**src/rtl/core/bba_pkg.sv**
```systemverilog
// Shared types, codes and constants of the block bitmap allocator.
package bba_pkg;

  // Field and register widths
  localparam int REG_W      = 13;
  localparam int IDX_W      = 12;
  localparam int OP_W       = 2;
  localparam int STAT_W     = 3;
  localparam int WORD_W     = 32;
  localparam int WORD_SH    = 5;
  localparam int CFG_ADDR_W = 3;
  localparam int CFG_DATA_W = 32;
  localparam int IN_W       = 16;
  localparam int OUT_W      = 32;

  localparam int DEF_MAX_BLOCKS = 4096;

  // Register reset values
  localparam logic [REG_W-1:0] TOTAL_RESET    = 13'd4096;
  localparam logic [REG_W-1:0] RESERVED_RESET = 13'd1;

  // Register indexes (word index, paddr[2])
  localparam logic REG_TOTAL    = 1'b0;
  localparam logic REG_RESERVED = 1'b1;

  // Request opcodes
  localparam logic [OP_W-1:0] OP_INIT    = 2'd0;
  localparam logic [OP_W-1:0] OP_ALLOC   = 2'd1;
  localparam logic [OP_W-1:0] OP_RELEASE = 2'd2;

  typedef enum logic [STAT_W-1:0] {
    ST_OK           = 3'd0,
    ST_ALREADY_FREE = 3'd1,
    ST_FULL         = 3'd2,
    ST_BLOCK_ZERO   = 3'd3,
    ST_RANGE        = 3'd4
  } status_t;

  typedef enum logic [2:0] {
    S_CLEAR,
    S_IDLE,
    S_INIT_SWEEP,
    S_ALLOC_SCAN,
    S_REL_EVAL,
    S_REL_CHECK,
    S_DONE
  } state_t;

  typedef enum logic [1:0] {
    WR_ZERO,
    WR_PATTERN,
    WR_CLR_BIT,
    WR_SET_BIT
  } wr_src_t;

  typedef enum logic [1:0] {
    FREE_HOLD,
    FREE_LOAD,
    FREE_DEC,
    FREE_INC
  } free_op_t;

  // Controller to datapath
  typedef struct packed {
    logic     take;
    logic     cnt_clr;
    logic     cnt_inc;
    logic     rd_en;
    logic     rd_sel_idx;
    logic     wr_en;
    wr_src_t  wr_src;
    free_op_t free_op;
    logic     st_we;
    status_t  st_val;
    logic     grant_we;
    logic     load_out;
  } cmd_t;

  // Datapath to controller
  typedef struct packed {
    logic sweep_last;
    logic scan_more;
    logic scan_hit;
    logic rd_vld;
    logic rel_zero;
    logic rel_range;
    logic rel_free;
    logic out_free;
  } stat_t;

endpackage

```
**src/rtl/core/bba_cfg.sv**
```systemverilog
// APB register file: total and reserved block counts.
module bba_cfg import bba_pkg::*; (
  input  logic                  clk,
  input  logic                  rst,
  input  logic                  psel,
  input  logic                  penable,
  input  logic                  pwrite,
  input  logic [CFG_ADDR_W-1:0] paddr,
  input  logic [CFG_DATA_W-1:0] pwdata,
  output logic [CFG_DATA_W-1:0] prdata,
  output logic                  pready,
  output logic [REG_W-1:0]      total_blocks,
  output logic [REG_W-1:0]      reserved_blocks
);

  logic wr;

  assign pready = 1'b1;
  assign wr     = psel & penable & pwrite;

  // Register writes in the access phase
  always_ff @(posedge clk) begin
    if (rst) begin
      total_blocks    <= TOTAL_RESET;
      reserved_blocks <= RESERVED_RESET;
    end else if (wr) begin
      if (paddr[2] == REG_TOTAL) begin
        total_blocks <= pwdata[REG_W-1:0];
      end else begin
        reserved_blocks <= pwdata[REG_W-1:0];
      end
    end
  end

  // Read mux
  always_comb begin
    if (paddr[2] == REG_RESERVED) begin
      prdata = CFG_DATA_W'(reserved_blocks);
    end else begin
      prdata = CFG_DATA_W'(total_blocks);
    end
  end

endmodule

```
**config.mk**
```make
export PLATFORM = sky130hd
export DESIGN_NAME = bba_cfg
export DESIGN_NICKNAME = d
export VERILOG_FILES = /design/src/rtl/core/bba_pkg.sv /design/src/rtl/core/bba_cfg.sv
export SDC_FILE = /design/constraint.sdc
export NUM_CORES = 1
export LEC_CHECK = 0
export BUFFER_PORTS_ARGS = -buffer_cell sky130_fd_sc_hd__buf_2
export CAP_MARGIN = 20
export CORE_ASPECT_RATIO = 0.75
export CORE_MARGIN = 2
export CORE_UTILIZATION = 37
export DETAILED_ROUTE_END_ITERATION = 7
export PLACE_DENSITY = 0.73
export SYNTH_ARGS = -nofsm -noshare
export SYNTH_HDL_FRONTEND = slang
export SYNTH_SLANG_ARGS = --single-unit
```
**constraint.sdc**
```tcl
create_clock -name clk -period 0.9 [get_ports clk]
set_input_delay 0.045 -clock clk [delete_from_list [all_inputs] [get_ports clk]]
set_output_delay 0.045 -clock clk [all_outputs]
set_load 0.01 [all_outputs]
```
==> results of run 1 <==
==> final timing paths <==
| path | slack (ns) | end |
|---|---|---|
| min reg2reg | 0.49 | reserved_blocks[10] |
| max reg2reg | 0.18 | total_blocks[12] |
| max | -0.16 | prdata[0] |
| min | 0.03 | total_blocks[0] |
==> power by group through the flow <==
stage	registers (mW)	logic (mW)	clock network, mW
finish	1.20	0.442	0.968
global route	1.20	0.480	1.04
CTS	1.19	0.420	1.00
detailed placement	1.22	0.333	0
global placement	1.22	0.330	0
floorplan	1.23	0.261	0
==> cells by family after synthesis <==
logic type,Yosys count,share of synthesized area
buffers and inverters,28,0.141
flip-flops,26,0.363
multiplexers,39,0.284
other,2,0.00524
AND/OR/NAND/NOR,45,0.206
==> state kept, by name, indices dropped and copies added, names as in the netlist <==
| name | cells |
|---|---|
| total_blocks | 13 |
| reserved_blocks | 13 |
==> synth_stat cells <==
| library cell | number | area [sq um] |
|---|---|---|
| and4_1 | 1 | 8.76 |
| and4b_1 | 1 | 10.0 |
| buf_4 | 22 | 165 |
| buf_6 | 2 | 22.5 |
| clkbuf_1 | 4 | 15.0 |
| conb_1 | 2 | 7.51 |
| dfxtp_1 | 26 | 521 |
| mux2_2 | 13 | 146 |
| mux2i_1 | 26 | 260 |
| nand2b_1 | 37 | 231 |
| nand4_1 | 1 | 6.26 |
| nand4b_4 | 1 | 23.8 |
| nor2_1 | 4 | 15.0 |
==> per-stage QoR <==
stage / std cells / power (mW) / util / instance area, sq um / hold WS [ns]
6_report: 270 / 2.61 / 0.621 / 2290 / 0.0300
5_1_grt: 270 / 2.72 / 0.621 / 2290 / 0.0353
4_1_cts: 270 / 2.61 / 0.592 / 2180 / 0.0289
3_5_place_dp: 246 / 1.55 / 0.468 / 1730 / 0.327
3_3_place_gp: 246 / 1.55 / 0.468 / 1730 / 0.322
2_1_floorplan: 158 / 1.49 / - / 1500 / 0.200
==> layout make-up <==
class | count | area share
Clock inverter | 1 | 0.0131
Multi-Input combinational cell | 104 | 0.356
Timing Repair Buffer | 84 | 0.343
Tap cell | 52 | 0.0284
Clock buffer | 3 | 0.0180
Sequential cell | 26 | 0.242
==> routing by layer <==
metal | GRT usage | vias up
li1 | - | 579
met1 | 0.183 | 547
met2 | 0.280 | 41
met3 | 0.0557 | 2
met4 | 0.0150 | 0
met5 | 0 | -
==> what timing repair did <==
action,CTS,global route
setup endpoints to repair,13,33
buffers inserted,20,2
gates resized for setup,61,29
gates cloned,0,0
==> worst max-delay path: cells and delay by family, from the launching register on <==
family / cells / cell delay (ns)
buffers and inverters: 1 / 0.12
DFF: 1 / 0.34
muxes: 1 / 0.28
==> results.md, run 1 <==
- DRC viols: 0
- H-tree lvl count: 1
- DP Wirelength: 2070 microns
- Crit path DAT: 1.02 ns
- Antenna violations before repair: 0
- TritonCTS sink count: 26
- Max clock buf depth: 2
- Final Hold Fails: 0
- Status: complete, but fails checks
- Final WL: about 3400 microns
- Sw Ratio: 0.227
- Worst skew pair latency: 0.27 ns
- Wl on met1: 1460 microns
- Failing checks: negative setup slack
- DRT iter0 DRCs: 25
- # setup viols final: 13
- Largest net degree at the start of global routing: 42
- Final Max Tran Viols: 0
- CTS Hold Buffers Added: 0
- Ratio of cells with drive above 1 in the final layout: 0.587
- CP Launch Type: flip-flop
- # nets final: 259
- Setup slack at placement: -0.00637 ns
- Crit. Startpoint: total_blocks[0]
- Cell-internal power: about 2.0 mW
- P_leak: approximately 1.1 nW
- Mapped Cells: between 100 and 150
- Congestion Overflow GR: 0
- CTS buffer count: 3
- Setup_tns: -1.80 ns
- Worst Hold Depth: 3
- Top layer in use: met4
- Area of the multi-input gates: slightly above 800 sq um
- Yosys warns: 0
- Rel. slew slack: 0.653
- Die Y: about 58 microns
- DRT Pass-1 Iters: 5
- RSZ-0062 raised after global routing: yes
- Final antenna-violating net count: 0
- CP Capture Type: output port
- Wire length per cell: ~12 microns
- MaxCap Viol Count: 0
- Max incr delay on CP: between 0.3 and 0.4 ns
- Max IR drop VDD: a little under 0.0008 V
- Minimum clock period: 1.06 ns
- Layout area overhead: 59.7%
- Buffers on Ports: 57
- Worst R2R Start: total_blocks[12]
- Syn Std Cell Area: between 0.001 and 0.0015 sq mm
- Clock Power Share: 0.371
- Drt via density: approximately 4.3
- Core Area: roughly 0.0037 sq mm
- Initial Util: 0.389
- Clock transition at path regs: roughly 0.10 ns
- Die Width: 75.9 microns
- Hold path start: pwdata[0]
- Routed via count: ~1200
- Critical path type: reg2out
- Psw: approximately 0.6 mW
- Synth cell types: 13
- Path type of the worst min-delay path: in2reg
- Antenna diodes: 0
- Vias in the first global route: about 1100
- Leading cell type in the layout, fill and taps excluded: buf_6
- Req. time, crit path: between 0.8 and 0.9 ns
- Met3 wire len: slightly below 200 microns
- CP max FO: 3
- CP cell instances: mux2_4 -> buf_6
- Synthesized flop and latch total: 26
- Worst-Margin Slew: between 0.5 and 0.6 ns
- Gpl congestion: roughly 0.71
- Register area share after synthesis: 0.363
- CTS tree: built
- Met2 Routed Length: between 1500 and 2000 microns
- Fmax: approximately 940 MHz
- CTS root buf: clkbuf_8
- Gate power share: 0.169
- Fillers: between 300 and 400
- Crit-path slowest cell: dfxtp_2
- Cell Pwr Density: about 1100 mW/mm^2
- Most frequent cells in the layout: 51 x buf_6, 37 x nand2b_1, 26 x mux2i_1, 26 x dfxtp_2, 25 x buf_2
- Worst Skew: 0 ns
- Die area: about 0.0044 sq mm
- Sequential Power Share: 0.459
- Global-route usage over all layers: 0.156
- FF/Latch Area: ~550 sq um
- Avg Cell Area, Syn: ~10 sq um
- Crit share post-route: 1.18
- Reg2Reg Depth: 3
- Global-route wire length before repair: between 5000 and 6000 microns
- Setup slack after layout: -0.160 ns
- Row cnt: 19
- Top-level port count: 99
Power figures use the tool's default switching activity.
==> run 2, diff against run 1 <==
--- a/config.mk
+++ b/config.mk
@@ -6,12 +6,11 @@
 export NUM_CORES = 1
 export LEC_CHECK = 0
 export BUFFER_PORTS_ARGS = -buffer_cell sky130_fd_sc_hd__buf_2
-export CAP_MARGIN = 20
 export CORE_ASPECT_RATIO = 0.75
 export CORE_MARGIN = 2
-export CORE_UTILIZATION = 37
+export CORE_UTILIZATION = 41
 export DETAILED_ROUTE_END_ITERATION = 7
-export PLACE_DENSITY = 0.73
+export PLACE_DENSITY = 0.8
 export SYNTH_ARGS = -nofsm -noshare
 export SYNTH_HDL_FRONTEND = slang
 export SYNTH_SLANG_ARGS = --single-unit
==> results.md, run 2 (synthesis gave the netlist of run 1 again) <==
- Final antenna-violating net count: 0 (unchanged)
- Clock transition at path regs: 0.10 ns (about the same)
- CTS Hold Buffers Added: 0 (unchanged)
- H-tree lvl count: 1 (unchanged)
- Layout area overhead: 61.4%
- Final Max Tran Viols: 0 (unchanged)
- Cell-internal power: 2.02 mW (+0.35%)
- CTS root buf: clkbuf_8
- CP Capture Type: output port
- Area of the multi-input gates: 815 sq um (unchanged)
- Minimum clock period: 1.06 ns (-0.00445 ns)
- Worst skew pair latency: 0.27 ns (about the same)
- # nets final: 263 (+1.5%)
- Critical path type: reg2out
- Top Registers: reserved_blocks: 13 flops, total_blocks: 13 flops
- Die Width: 72.3 microns (-4.7%)
- Global-route wire length before repair: 5380 microns (+2.9%)
- Utilization after layout: 0.698 (+0.0774)
- Antenna violations before repair: 0 (unchanged)
- DRT Pass-1 Iters: 4 (-1)
- Crit share post-route: 1.17 (-0.00495)
- Rel. slew slack: 0.658 (+0.00546)
- Status: complete, but fails checks
- Drt via density: 4.51 (+4.1%)
- Routed via count: 1181 (+1.0%)
- Top-level port count: 99 (unchanged)
- Ratio of cells with drive above 1 in the final layout: 0.595 (+0.00744)
- DP Wirelength: 2080 microns (+0.37%)
- Fillers: 249 (-25%)
- CP cell instances: mux2_4 -> buf_6
- TritonCTS sink count: 26 (unchanged)
- Gate power share: 0.174 (+0.005)
- Largest net degree at the start of global routing: 42 (unchanged)
- Clock Power Share: 0.370 (about the same)
- Wire length per cell: 13.8 microns (+10%)
- Initial Util: 0.433 (+0.0439)
- Buffers on Ports: 57 (unchanged)
- Gpl congestion: 0.730 (+3.3%)
- Most frequent cells in the layout: 52 x buf_6, 37 x nand2b_1, 26 x mux2i_1, 26 x dfxtp_2, 23 x buf_2
- CP max FO: 2 (-1)
- Die area: 0.00399 sq mm (-9.2%)
- RSZ-0062 raised after global routing: yes
- Req. time, crit path: 0.85 ns (about the same)
- Final WL: 3610 microns (+7.2%)
- CTS buffer count: 3 (unchanged)
- Max clock buf depth: 2 (unchanged)
- Core Area: 0.00331 sq mm (-10%)
- DRC viols: 0 (unchanged)
- Final instance area: 0.00231 sq mm (+1.0%)
- Overall power: 2.63 mW (+0.76%)
- Sequential Power Share: 0.456 (-0.003)
- Max incr delay on CP: 0.34 ns (about the same)
- P_leak: 1.14 nW (+2.1%)
- MaxCap Viol Count: 0 (unchanged)
- Setup slack after layout: -0.156 ns (+0.00445 ns)
- Fmax: 947 MHz (+0.42%)
- Vias in the first global route: 1167 (+4.9%)
- Max IR drop VDD: 0.000951 V (+23%)
- Row cnt: 18 (-1)
- # setup viols final: 13 (unchanged)
- Leading cell type in the layout, fill and taps excluded: buf_6
- Path type of the worst min-delay path: in2reg
- CP Launch Type: flip-flop
- Crit path DAT: 1.01 ns (about the same)
- FF/Latch Area: 553 sq um (unchanged)
- Setup_tns: -1.84 ns (-0.0444 ns)
- Worst-Margin Slew: 0.513 ns (-0.00820 ns)
- Congestion Overflow GR: 0 (unchanged)
- Die Y: 55.2 microns (-4.7%)
- Crit-path slowest cell: dfxtp_2
- Psw: 0.605 mW (+2.2%)
- CTS tree: built
- Final Hold Fails: 0 (unchanged)
- Global-route usage over all layers: 0.180 (+0.0245)
- DRT iter0 DRCs: 20 (-20%)
- Failing checks: negative setup slack
- Sw Ratio: 0.230 (+0.00317)
- Dpl cell area: 0.00173 sq mm (unchanged)
- Worst Skew: 0 ns (unchanged)
- Antenna diodes: 0 (unchanged)
- Cell Pwr Density: 1140 mW/mm^2 (-0.28%)
## run 2: path summary, 6_finish.rpt
path | startpoint | depth (start not counted) | to | slack (ns)
max | total_blocks[12] | 2 | prdata[12] | -0.16
min | pwdata[0] | 3 | total_blocks[0] | 0.04
max reg2reg | total_blocks[9] | 4 | total_blocks[9] | 0.12
min reg2reg | reserved_blocks[10] | 2 | reserved_blocks[10] | 0.48
## run 2: metrics by stage
stage | hold WS [ns] | cells | setup slack (ns)
after global placement | 0.321 | 236 | -0.0393
after global routing | 0.0509 | 262 | -0.186
after floorplan | 0.200 | 158 | 0.136
after CTS | 0.0296 | 261 | -0.149
after detailed placement | 0.326 | 236 | -0.0357
final | 0.0368 | 262 | -0.156
## run 2: critical path, delay by kind of cell, from the launching register on
| family | cells | cell delay (ns) |
|---|---|---|
| flops | 1 | 0.34 |
| mux | 1 | 0.28 |
| buf+inv | 1 | 0.12 |
## run 2: repair_timing
item,CTS,global route
setup endpoints to repair,13,34
gates resized for setup,58,31
buffers inserted,21,2
pin swaps,0,0
## run 2: metal layers
metal | vias to the layer above | track usage | part of all wire | wire length (microns)
met2 | 51 | 0.346 | 0.50 | 1810
li1 | 586 | - | - | -
met3 | 2 | 0.0580 | 0.067 | 241
met4 | 0 | 0.0189 | 0.0075 | 27
met1 | 542 | 0.206 | 0.42 | 1530
met5 | - | 0 | 0 | 0
## run 2: power groups by stage
stage / clock network (mW) / registers, mW / logic (mW)
after floorplan: 0 / 1.23 / 0.261
after global placement: 0 / 1.22 / 0.331
after detailed placement: 0 / 1.22 / 0.336
after CTS: 1.01 / 1.19 / 0.418
after global routing: 1.03 / 1.20 / 0.495
final: 0.973 / 1.20 / 0.457
## run 2: cell type report
cell class | instances | share of cell area
Clock buffer | 3 | 0.0179
Clock inverter | 1 | 0.0130
Multi-Input combinational cell | 104 | 0.352
Sequential cell | 26 | 0.239
Tap cell | 40 | 0.0216
Timing Repair Buffer | 88 | 0.356
