<file path="src/rtl/core/bba_pkg.sv">
// Shared types, codes and constants of the block bitmap allocator.
package bba_pkg;

  // Field and register widths
  localparam int REG_W      = 13;
  localparam int IDX_W      = 12;
  localparam int OP_W       = 2;
  localparam int STAT_W     = 3;
  localparam int WORD_W     = 32;
  localparam int WORD_SH    = 5;
  localparam int CFG_ADDR_W = 3;
  localparam int CFG_DATA_W = 32;
  localparam int IN_W       = 16;
  localparam int OUT_W      = 32;

  localparam int DEF_MAX_BLOCKS = 4096;

  // Register reset values
  localparam logic [REG_W-1:0] TOTAL_RESET    = 13'd4096;
  localparam logic [REG_W-1:0] RESERVED_RESET = 13'd1;

  // Register indexes (word index, paddr[2])
  localparam logic REG_TOTAL    = 1'b0;
  localparam logic REG_RESERVED = 1'b1;

  // Request opcodes
  localparam logic [OP_W-1:0] OP_INIT    = 2'd0;
  localparam logic [OP_W-1:0] OP_ALLOC   = 2'd1;
  localparam logic [OP_W-1:0] OP_RELEASE = 2'd2;

  typedef enum logic [STAT_W-1:0] {
    ST_OK           = 3'd0,
    ST_ALREADY_FREE = 3'd1,
    ST_FULL         = 3'd2,
    ST_BLOCK_ZERO   = 3'd3,
    ST_RANGE        = 3'd4
  } status_t;

  typedef enum logic [2:0] {
    S_CLEAR,
    S_IDLE,
    S_INIT_SWEEP,
    S_ALLOC_SCAN,
    S_REL_EVAL,
    S_REL_CHECK,
    S_DONE
  } state_t;

  typedef enum logic [1:0] {
    WR_ZERO,
    WR_PATTERN,
    WR_CLR_BIT,
    WR_SET_BIT
  } wr_src_t;

  typedef enum logic [1:0] {
    FREE_HOLD,
    FREE_LOAD,
    FREE_DEC,
    FREE_INC
  } free_op_t;

  // Controller to datapath
  typedef struct packed {
    logic     take;
    logic     cnt_clr;
    logic     cnt_inc;
    logic     rd_en;
    logic     rd_sel_idx;
    logic     wr_en;
    wr_src_t  wr_src;
    free_op_t free_op;
    logic     st_we;
    status_t  st_val;
    logic     grant_we;
    logic     load_out;
  } cmd_t;

  // Datapath to controller
  typedef struct packed {
    logic sweep_last;
    logic scan_more;
    logic scan_hit;
    logic rd_vld;
    logic rel_zero;
    logic rel_range;
    logic rel_free;
    logic out_free;
  } stat_t;

endpackage

</file>
<file path="src/rtl/core/bba_ctrl.sv">
// Controller: sequences clear, init sweep, first-free scan and release per request.
module bba_ctrl import bba_pkg::*; (
  input  logic            clk,
  input  logic            rst,
  input  logic            in_valid,
  input  logic [OP_W-1:0] in_op,
  output logic            in_ready,
  input  stat_t           stat,
  output cmd_t            cmd
);

  state_t state, state_next;

  always_ff @(posedge clk) begin
    if (rst) begin
      state <= S_CLEAR;
    end else begin
      state <= state_next;
    end
  end

  // Next state
  always_comb begin
    state_next = state;
    case (state)
      S_CLEAR: begin
        if (stat.sweep_last) state_next = S_IDLE;
      end
      S_IDLE: begin
        if (in_valid) begin
          case (in_op)
            OP_INIT:    state_next = S_INIT_SWEEP;
            OP_ALLOC:   state_next = S_ALLOC_SCAN;
            OP_RELEASE: state_next = S_REL_EVAL;
            default:    state_next = S_DONE;
          endcase
        end
      end
      S_INIT_SWEEP: begin
        if (stat.sweep_last) state_next = S_DONE;
      end
      S_ALLOC_SCAN: begin
        if (stat.scan_hit || (!stat.scan_more && !stat.rd_vld)) state_next = S_DONE;
      end
      S_REL_EVAL: begin
        if (stat.rel_zero || stat.rel_range) begin
          state_next = S_DONE;
        end else begin
          state_next = S_REL_CHECK;
        end
      end
      S_REL_CHECK: state_next = S_DONE;
      S_DONE: begin
        if (stat.out_free) state_next = S_IDLE;
      end
      default: state_next = S_IDLE;
    endcase
  end

  // Commands
  always_comb begin
    cmd      = '0;
    in_ready = 1'b0;
    case (state)
      S_CLEAR: begin
        cmd.wr_en   = 1'b1;
        cmd.wr_src  = WR_ZERO;
        cmd.cnt_inc = 1'b1;
      end
      S_IDLE: begin
        in_ready = 1'b1;
        if (in_valid) begin
          cmd.take    = 1'b1;
          cmd.cnt_clr = 1'b1;
          case (in_op)
            OP_INIT: begin
              cmd.st_we   = 1'b1;
              cmd.st_val  = ST_OK;
              cmd.free_op = FREE_LOAD;
            end
            OP_ALLOC, OP_RELEASE: ;
            default: begin
              cmd.st_we  = 1'b1;
              cmd.st_val = ST_RANGE;
            end
          endcase
        end
      end
      S_INIT_SWEEP: begin
        cmd.wr_en   = 1'b1;
        cmd.wr_src  = WR_PATTERN;
        cmd.cnt_inc = 1'b1;
      end
      S_ALLOC_SCAN: begin
        // reads stream one word a cycle; the hit is taken in the cycle after its read
        cmd.rd_en   = stat.scan_more;
        cmd.cnt_inc = stat.scan_more;
        if (stat.scan_hit) begin
          cmd.wr_en    = 1'b1;
          cmd.wr_src   = WR_CLR_BIT;
          cmd.free_op  = FREE_DEC;
          cmd.st_we    = 1'b1;
          cmd.st_val   = ST_OK;
          cmd.grant_we = 1'b1;
        end else if (!stat.scan_more && !stat.rd_vld) begin
          cmd.st_we  = 1'b1;
          cmd.st_val = ST_FULL;
        end
      end
      S_REL_EVAL: begin
        if (stat.rel_zero) begin
          cmd.st_we  = 1'b1;
          cmd.st_val = ST_BLOCK_ZERO;
        end else if (stat.rel_range) begin
          cmd.st_we  = 1'b1;
          cmd.st_val = ST_RANGE;
        end else begin
          cmd.rd_en      = 1'b1;
          cmd.rd_sel_idx = 1'b1;
        end
      end
      S_REL_CHECK: begin
        cmd.st_we = 1'b1;
        if (stat.rel_free) begin
          cmd.st_val = ST_ALREADY_FREE;
        end else begin
          cmd.st_val  = ST_OK;
          cmd.wr_en   = 1'b1;
          cmd.wr_src  = WR_SET_BIT;
          cmd.free_op = FREE_INC;
        end
      end
      S_DONE: begin
        cmd.load_out = stat.out_free;
      end
      default: ;
    endcase
  end

endmodule

</file>
<file path="config.mk">
export PLATFORM = sky130hd
export DESIGN_NAME = bba_ctrl
export DESIGN_NICKNAME = d
export VERILOG_FILES = /design/src/rtl/core/bba_pkg.sv /design/src/rtl/core/bba_ctrl.sv
export SDC_FILE = /design/constraint.sdc
export NUM_CORES = 1
export LEC_CHECK = 0
export ABC_AREA = 1
export BUFFER_PORTS_ARGS = -buffer_cell sky130_fd_sc_hd__buf_4
export CAP_MARGIN = 10
export CORE_MARGIN = 4
export CORE_UTILIZATION = 35
export DETAILED_ROUTE_END_ITERATION = 10
export PLACE_DENSITY = 0.66
export SLEW_MARGIN = 10
export SYNTH_ARGS = -nofsm -noshare
export SYNTH_HDL_FRONTEND = slang
export SYNTH_SLANG_ARGS = --single-unit
</file>
<file path="constraint.sdc">
create_clock -name clk -period 1.4 [get_ports clk]
set_input_delay 0.28 -clock clk [delete_from_list [all_inputs] [get_ports clk]]
set_output_delay 0.28 -clock clk [all_outputs]
set_load 0.02 [all_outputs]
</file>
==> results.md, run 1 <==
* Routed vias at 762
* Site Rows at 13
* Main area contributors after synthesis: nand2_1, ha_1, dfxtp_1
* Hold WC Path Type: in2reg
* ANT cells at 0
* Mux contribution to synthesized area at 0%
* Final core occ at 82.5%
* HPWL after DPL at 1.33 mm
* Most used cell, CP: inv_4
* Die Width at 46.1 um
* Slew Limit Fails at 0
* Xor/xnor share of the synthesized area at 0%
* Synth-to-layout area growth at 116%
* Max-cap viol count at 0
* Count of buffers from port buffering at 29
* TritonCTS Buffers at 3
* Required @ worst endpoint at 1120 ps
* Post-synthesis compound-gate area fraction at 16.5%
* Chip Height at 46.1 um
* Yosys Warn Count at 0
* Setup ws final at -155 ps
* DR pass1 iterations at 4
* Mapped cell area at 509 um^2
* Syn_area_per_cell at 5.79 um^2
* Post-synth EDFFs at 0
* Root Driver: clkbuf_4
* First DRT Iteration DRCs at 22
* Main combinational cell family by area after synthesis: simple AND/OR/NAND/NOR gates
* RSZ-0062 raised after global routing: yes
* P_leak at 0.605 nW
* Peak VDD IR at 0.00112 V
* Crit path max-delay cell type: dfxtp_4
* Number of global-route vias before repair at 711
* GRT Total Usage at 18.1%
* Clk_skew at 1.21 ps
* Initial cell density of the core at 38.2%
* Fmax at 643 MHz
* Sequential area share after synthesis at 11.8%
* Final WL at 1.90 mm
* Most flops, register: state
* Largest net degree at the start of global routing at 8
* Share of layout cells above drive strength 1 at 61.3%
* Power Total at 2.14 mW
* I/O pin count at 30
* Primary FF master, synth: dfxtp_1
* Final Hold Fails at 0
* Crit path DAT at 1280 ps
* Period utilisation layout at 111%
* CP startpoint: state[0]
* CTS sink cnt at 3
* Drc violations at 0
* Area of placed instances at 857 um^2
* CTS tree: built
* # setup viols final at 17
* Final-stage net count at 156
* Number of flip-flops under the largest register name at 3
* WL/cell at 12.5 um
* Simple-gate share of the synthesized area at 41.8%
* Synth area leader: nand2_1
* Worst skew pair latency at 230 ps
* CP Class: reg2out
* GPL Wtd Cong at 0.820
* Vias per cell at 5.01
* Hold Path Origin: rst
* GRT overflow at 0
* Post-synthesis cell type count at 23
* CP cell instances: inv_4 -> nor3_4 -> nand2_2 -> inv_4 -> nand2_4 -> o31ai_4 -> buf_6
* Failing checks: setup timing
* Status: finished with violations
* Clock transition at the registers of the reported paths at 40 ps
* Largest regs: state: 3 flops
* Hold-fix buffers at CTS at 0
* Worst setup SP type: flip-flop
* Seq cells post-synth at 3
* Setup TNS at -1510 ps
* Mapped Cells at 88
* Worst reg2reg path startpoint: state[2]
* Die area at 2130 um^2
* Post-Synth Adder-Cell Area at 12.3%
* CP max FO at 5
* Worst setup EP type: output port
* Max stage delay on crit path at 380 ps
* Max clock buf depth at 2
* H-tree depth at 1
* Share of the synthesized area in the top cell type at 14.7%
* Async set or reset register ratio after synthesis at 0%
* First-pass GRT wire length at 2.81 mm
* Detail Route Antenna Nets at 0
* Actual slew at the worst max-slew pin at 311 ps
* Power density over the cells at 1950 nW/um^2
* Syn Nets at 106
* Core region area at 1330 um^2
* Design area at 1100 um^2
* Initial antenna violation count at 0
* Post-layout minimum cycle time at 1560 ps
* Slew margin rel. at 79.2%
synthesized netlist by cell type, types with 2 or more instances:
cell type	number
inv_1	16
nand2_1	20
dfxtp_1	3
o211ai_1	2
o21ai_0	5
ha_1	5
nor2_1	9
nor2_2	2
inv_2	3
nand3_1	10
per-stage QoR:
step / hold slack (ps) / setup slack [ps] / std cells
3_5_place_dp: 457 / -56.0 / 139
5_1_grt: 211 / -233 / 152
2_1_floorplan: 342 / -61.0 / 88
3_3_place_gp: 455 / -6.88 / 139
4_1_cts: 216 / -148 / 147
6_report: 215 / -155 / 152
cells by family (layout without fill, tap and decap cells):
logic type	Yosys count	in the layout
AND/OR/NAND/NOR	46	46
buffers and inverters	21	70
AO/OA/AOI/OAI	13	13
adder cells (fa/ha/maj)	5	5
flip-flops	3	3
power by group:
part           total (mW)  switching (mW)  internal (mW)
logic                1.74           0.904          0.833
registers           0.253           0.100          0.153
clock network       0.152          0.0456          0.107
total                2.14            1.05           1.09
critical path, delay by kind of cell, from the launching register on:
family                 cells  cell delay, ps
flip-flops                 1             380
buffers and inverters      3             310
AND/OR/NAND/NOR            3             310
AO/OA/AOI/OAI              1              50
cells in the final DEF, fill, tap and decap left out:
cell       instances
o21ai_1            2
o21bai_1           1
nand3_4            2
o2111ai_4          1
nor2_2             4
nor2_1             5
a21oi_1            1
nand3_1            6
nand4_1            1
ha_1               5
clkbuf_4           3
nand3b_1           1
nand3_2            2
nand2_1           13
nand2_4            4
clkbuf_1           1
nor3_2             1
inv_4              2
o211ai_1           2
inv_2              3
dfxtp_4            3
nand2_2            4
a21oi_2            1
nor3_4             1
buf_4             33
buf_6             14
o21ai_0            1
nor2_4             2
o21ai_2            2
inv_1             14
o22ai_2            1
o31ai_4            1
layout make-up:
type,instances,area (um^2)
flip-flops and latches,3,71.3
repair buffers,47,405
fillers,81,234
clock buffers,4,26.3
multi-input cells,64,502
inverters,19,76.3
well taps,15,18.8
per-layer routing:
layer	track usage [%]	vias to the layer above	wire length, um
li1	-	382	-
met1	21.6	337	762
met2	31.3	39	997
met3	3.52	4	124
met4	6.82	0	19
met5	0	-	0
timing repair:
item,4_1_cts,5_1_grt
resized for setup,26,16
buffers inserted,5,5
hold endpoints to repair,0,0
endpoints found under the setup margin,20,17
pin swaps,3,4
path summary, 6_finish.rpt:
path	end	slack (ps)	cells after the start
max	cmd[4]	-160	7
min	state[1]	210	2
max reg2reg	state[0]	50	10
min reg2reg	state[1]	710	3
No activity file was read; power rests on OpenSTA's default activity.
==> run 2, diff against run 1 <==
--- a/config.mk
+++ b/config.mk
@@ -12,6 +12,7 @@
 export CORE_UTILIZATION = 35
 export DETAILED_ROUTE_END_ITERATION = 10
 export PLACE_DENSITY = 0.66
+export REMOVE_ABC_BUFFERS = 1
 export SLEW_MARGIN = 10
 export SYNTH_ARGS = -nofsm -noshare
 export SYNTH_HDL_FRONTEND = slang
==> results.md, run 2 (synthesis gave the netlist of run 1 again) <==
* GRT overflow at 0
* Site Rows at 13
* Die Width at 46.1 um
* Period utilisation layout at 112%
* Crit path max-delay cell type: dfxtp_4
* Detail Route Antenna Nets at 0
* Actual slew at the worst max-slew pin at 259 ps
* Routed vias at 722
* RSZ-0062 raised after global routing: yes
* CP Class: reg2out
* First-pass GRT wire length at 2.68 mm
* Clock power frac at 8.0%
* First DRT Iteration DRCs at 8
* Design area at 1010 um^2
* Final-stage net count at 153
* WP buf/inv at 4
* Largest net degree at the start of global routing at 8
* Required @ worst endpoint at 1120 ps
* Most flops, register: state
* ANT cells at 0
* Largest regs: state: 3 flops
* Final WL at 1.77 mm
* Register share of total power at 13.9%
* Vias per cell at 4.85
* Max clock buf depth at 2
* Failing checks: setup timing
* CTS tree: built
* GPL Wtd Cong at 0.802
* Setup ws final at -170 ps
* Hold Slack at 209 ps
* Core region area at 1330 um^2
* Worst skew pair latency at 240 ps
* Drc violations at 0
* GRT Total Usage at 17.3%
* Clk_skew at 6.69 ps
* Crit path DAT at 1290 ps
* DR pass1 iterations at 4
* Register area at 71.3 um^2
* TritonCTS Buffers at 3
* Synth-to-layout area growth at 99.3%
* Comb power frac at 78.2%
* Setup TNS at -1710 ps
* NetSw at 0.956 mW
* Clock transition at the registers of the reported paths at 40 ps
* Worst setup SP type: flip-flop
* Count of buffers from port buffering at 29
* P_leak at 0.553 nW
* I/O pin count at 30
* HPWL after DPL at 1.29 mm
* CP cell instances: nor3_4 -> nand2_2 -> inv_2 -> buf_4 -> buf_6 -> buf_6
* Power Total at 1.93 mW
* Non-Filler Instances at 149
* Max-cap viol count at 0
* Area of placed instances at 779 um^2
* Number of global-route vias before repair at 679
* Hold WC Path Type: in2reg
* Root Driver: clkbuf_4
* CTS sink cnt at 3
* Initial antenna violation count at 0
* Die area at 2130 um^2
* Slew margin rel. at 82.7%
* Most frequent cells in the layout: buf_4, nand2_1, inv_1, buf_6, nand3_1
* Fillers at 103
* Pre-CTS WS at -41.3 ps
* Placed cells at 137
* Final Hold Fails at 0
* Worst setup EP type: output port
* Chip Height at 46.1 um
* Commonest non-fill, non-tap cell in the layout: buf_4
* H-tree depth at 1
* Final core occ at 76.1%
* Power density over the cells at 1900 nW/um^2
* Peak VDD IR at 0.00109 V
* P_int at 0.973 mW
* Status: finished with violations
* Fmax at 637 MHz
* Number of flip-flops under the largest register name at 3
* Cell family with most CP delay: flip-flops
* Post-layout minimum cycle time at 1570 ps
* Share of layout cells above drive strength 1 at 53.7%
* Max stage delay on crit path at 380 ps
* Initial cell density of the core at 38.2%
* Slew Limit Fails at 0
* Switching part of the total at 49.5%
* Most used cell, CP: buf_6
* CP max FO at 7
* WL/cell at 11.9 um
* # setup viols final at 16
* Area of the multi-input gates at 449 um^2
[run 2: worst paths after layout]
path,startpoint,to,slack [ps],cells after the start
setup reg to reg,state[2],state[0],40,9
hold / removal,rst,state[1],210,2
hold reg to reg,state[1],state[1],700,3
setup / recovery,state[2],cmd[14],-170,6
[run 2: power groups by stage]
stage               sequential (mW)  combinational (mW)  clock [mW]
floorplan                     0.204               0.667           0
global placement              0.216                1.14           0
detailed placement            0.216                1.15           0
CTS                           0.260                1.37       0.157
global route                  0.278                1.62       0.169
finish                        0.267                1.51       0.154
[run 2: timing repair]
action                     4_1_cts  5_1_grt
hold buffers                     0        0
resized for setup               30       14
pin swaps                        3        5
buffers inserted                 5        3
setup endpoints to repair       17       17
[run 2: cell type report]
cell class                      count  share of cell area, %
Inverter                           19                   7.27
Sequential cell                     3                   7.03
Multi-Input combinational cell     64                   44.3
Tap cell                           15                   1.85
Timing Repair Buffer               44                   37.0
Clock buffer                        4                   2.59
[run 2: per-layer routing]
metal / GRT usage (%) / up-vias / share of wire (%)
met4: 6.82 / 0 / 0.79
met1: 19.1 / 323 / 37
li1: - / 371 / -
met5: 0 / - / 0
met3: 1.56 / 2 / 6.8
met2: 33.0 / 26 / 55
==> run 3, diff against run 2 <==
--- a/config.mk
+++ b/config.mk
@@ -13,6 +13,7 @@
 export DETAILED_ROUTE_END_ITERATION = 10
 export PLACE_DENSITY = 0.66
 export REMOVE_ABC_BUFFERS = 1
+export SKIP_LAST_GASP = 1
 export SLEW_MARGIN = 10
 export SYNTH_ARGS = -nofsm -noshare
 export SYNTH_HDL_FRONTEND = slang
==> results.md, run 3 (synthesis gave the netlist of run 1 again) <==
* Final WL at 1.75 mm
* Initial antenna violation count at 0
* Worst R2R Path Depth at 9
* Peak VDD IR at 0.00104 V
* Status: finished with violations
* Worst skew pair latency at 240 ps
* Site Rows at 13
* Slew Limit Fails at 0
* Final-stage net count at 153
* WHS Path Cells at 2
* R2r setup slk at 60 ps
* Max stage delay on crit path at 380 ps
* Fmax at 633 MHz
* # setup viols final at 16
* Number of flip-flops under the largest register name at 3
* Largest regs: state: 3 flops
* Most flops, register: state
* Most frequent cells in the layout: buf_4, nand2_1, inv_1, buf_6, nand3_1
* Slew margin rel. at 82.6%
* Worst setup EP type: output port
* ANT cells at 0
* First DRT Iteration DRCs at 17
* Commonest non-fill, non-tap cell in the layout: buf_4
* RR Endpoint: state[0]
* CTS sink cnt at 3
* Share of layout cells above drive strength 1 at 53.0%
* Vias per cell at 4.94
* HPWL after DPL at 1.29 mm
* H-tree depth at 1
* Hold Path Origin: rst
* Required @ worst endpoint at 1120 ps
* Die area at 2130 um^2
* Max-cap viol count at 0
* Clk_skew at 6.38 ps
* Worst reg2reg path startpoint: state[2]
* Hold Slack at 205 ps
* Hold-fix buffers at CTS at 0
* CP max FO at 7
* Period utilisation layout at 113%
* Core region area at 1330 um^2
* Placed cells at 137
* Hold Crit Endpoint: state[1]
* RSZ-0062 raised after global routing: yes
* Initial cell density of the core at 38.2%
* Hold WC Path Type: in2reg
* CP cell instances: nor3_4 -> nand2_2 -> inv_2 -> buf_4 -> buf_6 -> buf_6
* P_leak at 0.549 nW
* Post-layout minimum cycle time at 1580 ps
* Largest net degree at the start of global routing at 8
* Root Driver: clkbuf_4
* GRT overflow at 0
* Routed vias at 736
* DR pass1 iterations at 4
* CP Class: reg2out
* Clock transition at the registers of the reported paths at 40 ps
* Die Width at 46.1 um
* Synth-to-layout area growth at 96.8%
* I/O pin count at 30
* Power Total at 1.91 mW
* Crit path max-delay cell type: dfxtp_4
* Final Hold Fails at 0
* Worst setup SP type: flip-flop
* Chip Height at 46.1 um
* Drc violations at 0
* TritonCTS Buffers at 3
* Actual slew at the worst max-slew pin at 260 ps
* Most used cell, CP: buf_6
* Non-Filler Instances at 149
* Max clock buf depth at 2
* Power density over the cells at 1900 nW/um^2
* Setup ws final at -179 ps
* Detail Route Antenna Nets at 0
* Crit path DAT at 1300 ps
* CTS tree: built
* Number of global-route vias before repair at 679
* First-pass GRT wire length at 2.68 mm
* GPL Wtd Cong at 0.802
* WL/cell at 11.7 um
* Count of buffers from port buffering at 29
* Failing checks: setup timing
* GRT Total Usage at 17.3%
-- run 3: worst max-delay path by stage --
stage / start / endpoint / slack, ps / cells after the start
after detailed placement: state[1] / cmd[10] / -40 / 5
after global routing: state[2] / cmd[4] / -250 / 6
after CTS: state[2] / cmd[4] / -150 / 6
final: state[2] / cmd[14] / -180 / 6
after floorplan: state[0] / cmd[4] / -330 / 6
after global placement: state[1] / cmd[4] / -6 / 4
-- run 3: power by group --
part	leakage, nW	switching [mW]	internal [mW]
registers	0.0267	0.115	0.153
logic	0.507	0.791	0.693
clock network	0.0150	0.0479	0.107
-- run 3: repair_timing --
action,CTS,global route
pin swaps,3,4
gates resized for setup,30,10
buffers inserted,5,3
setup endpoints to repair,17,17
-- run 3: per-layer routing --
layer | track usage (%) | vias up | part of all wire, %
li1 | - | 373 | -
met1 | 19.1 | 334 | 37
met2 | 33.0 | 26 | 55
met3 | 1.56 | 3 | 6.4
met4 | 6.82 | 0 | 1.2
met5 | 0 | - | 0
-- run 3: layout make-up --
| cell class | count | area, um^2 |
|---|---|---|
| Multi-Input combinational cell | 64 | 444 |
| Timing Repair Buffer | 44 | 368 |
| Fill cell | 108 | 332 |
| Inverter | 19 | 73.8 |
| Sequential cell | 3 | 71.3 |
| Clock buffer | 4 | 26.3 |
| Tap cell | 15 | 18.8 |
-- run 3: stage by stage --
stage | setup TNS [ps] | cell area, um^2 | util, % | setup WS [ps]
finish | -1760 | 1000 | 75.1 | -179
global route | -2730 | 1000 | 75.1 | -250
CTS | -1040 | 940 | 70.5 | -146
detailed placement | -54.7 | 779 | 58.4 | -41.3
global placement | -16.3 | 779 | 58.4 | -6.47
floorplan | -1330 | 490 | - | -327
-- run 3: worst max-delay path: cells and delay by family (launching register included) --
family	cells	cell delay (ps)
buffers and inverters	4	370
AND/OR/NAND/NOR	2	320
flip-flops	1	380
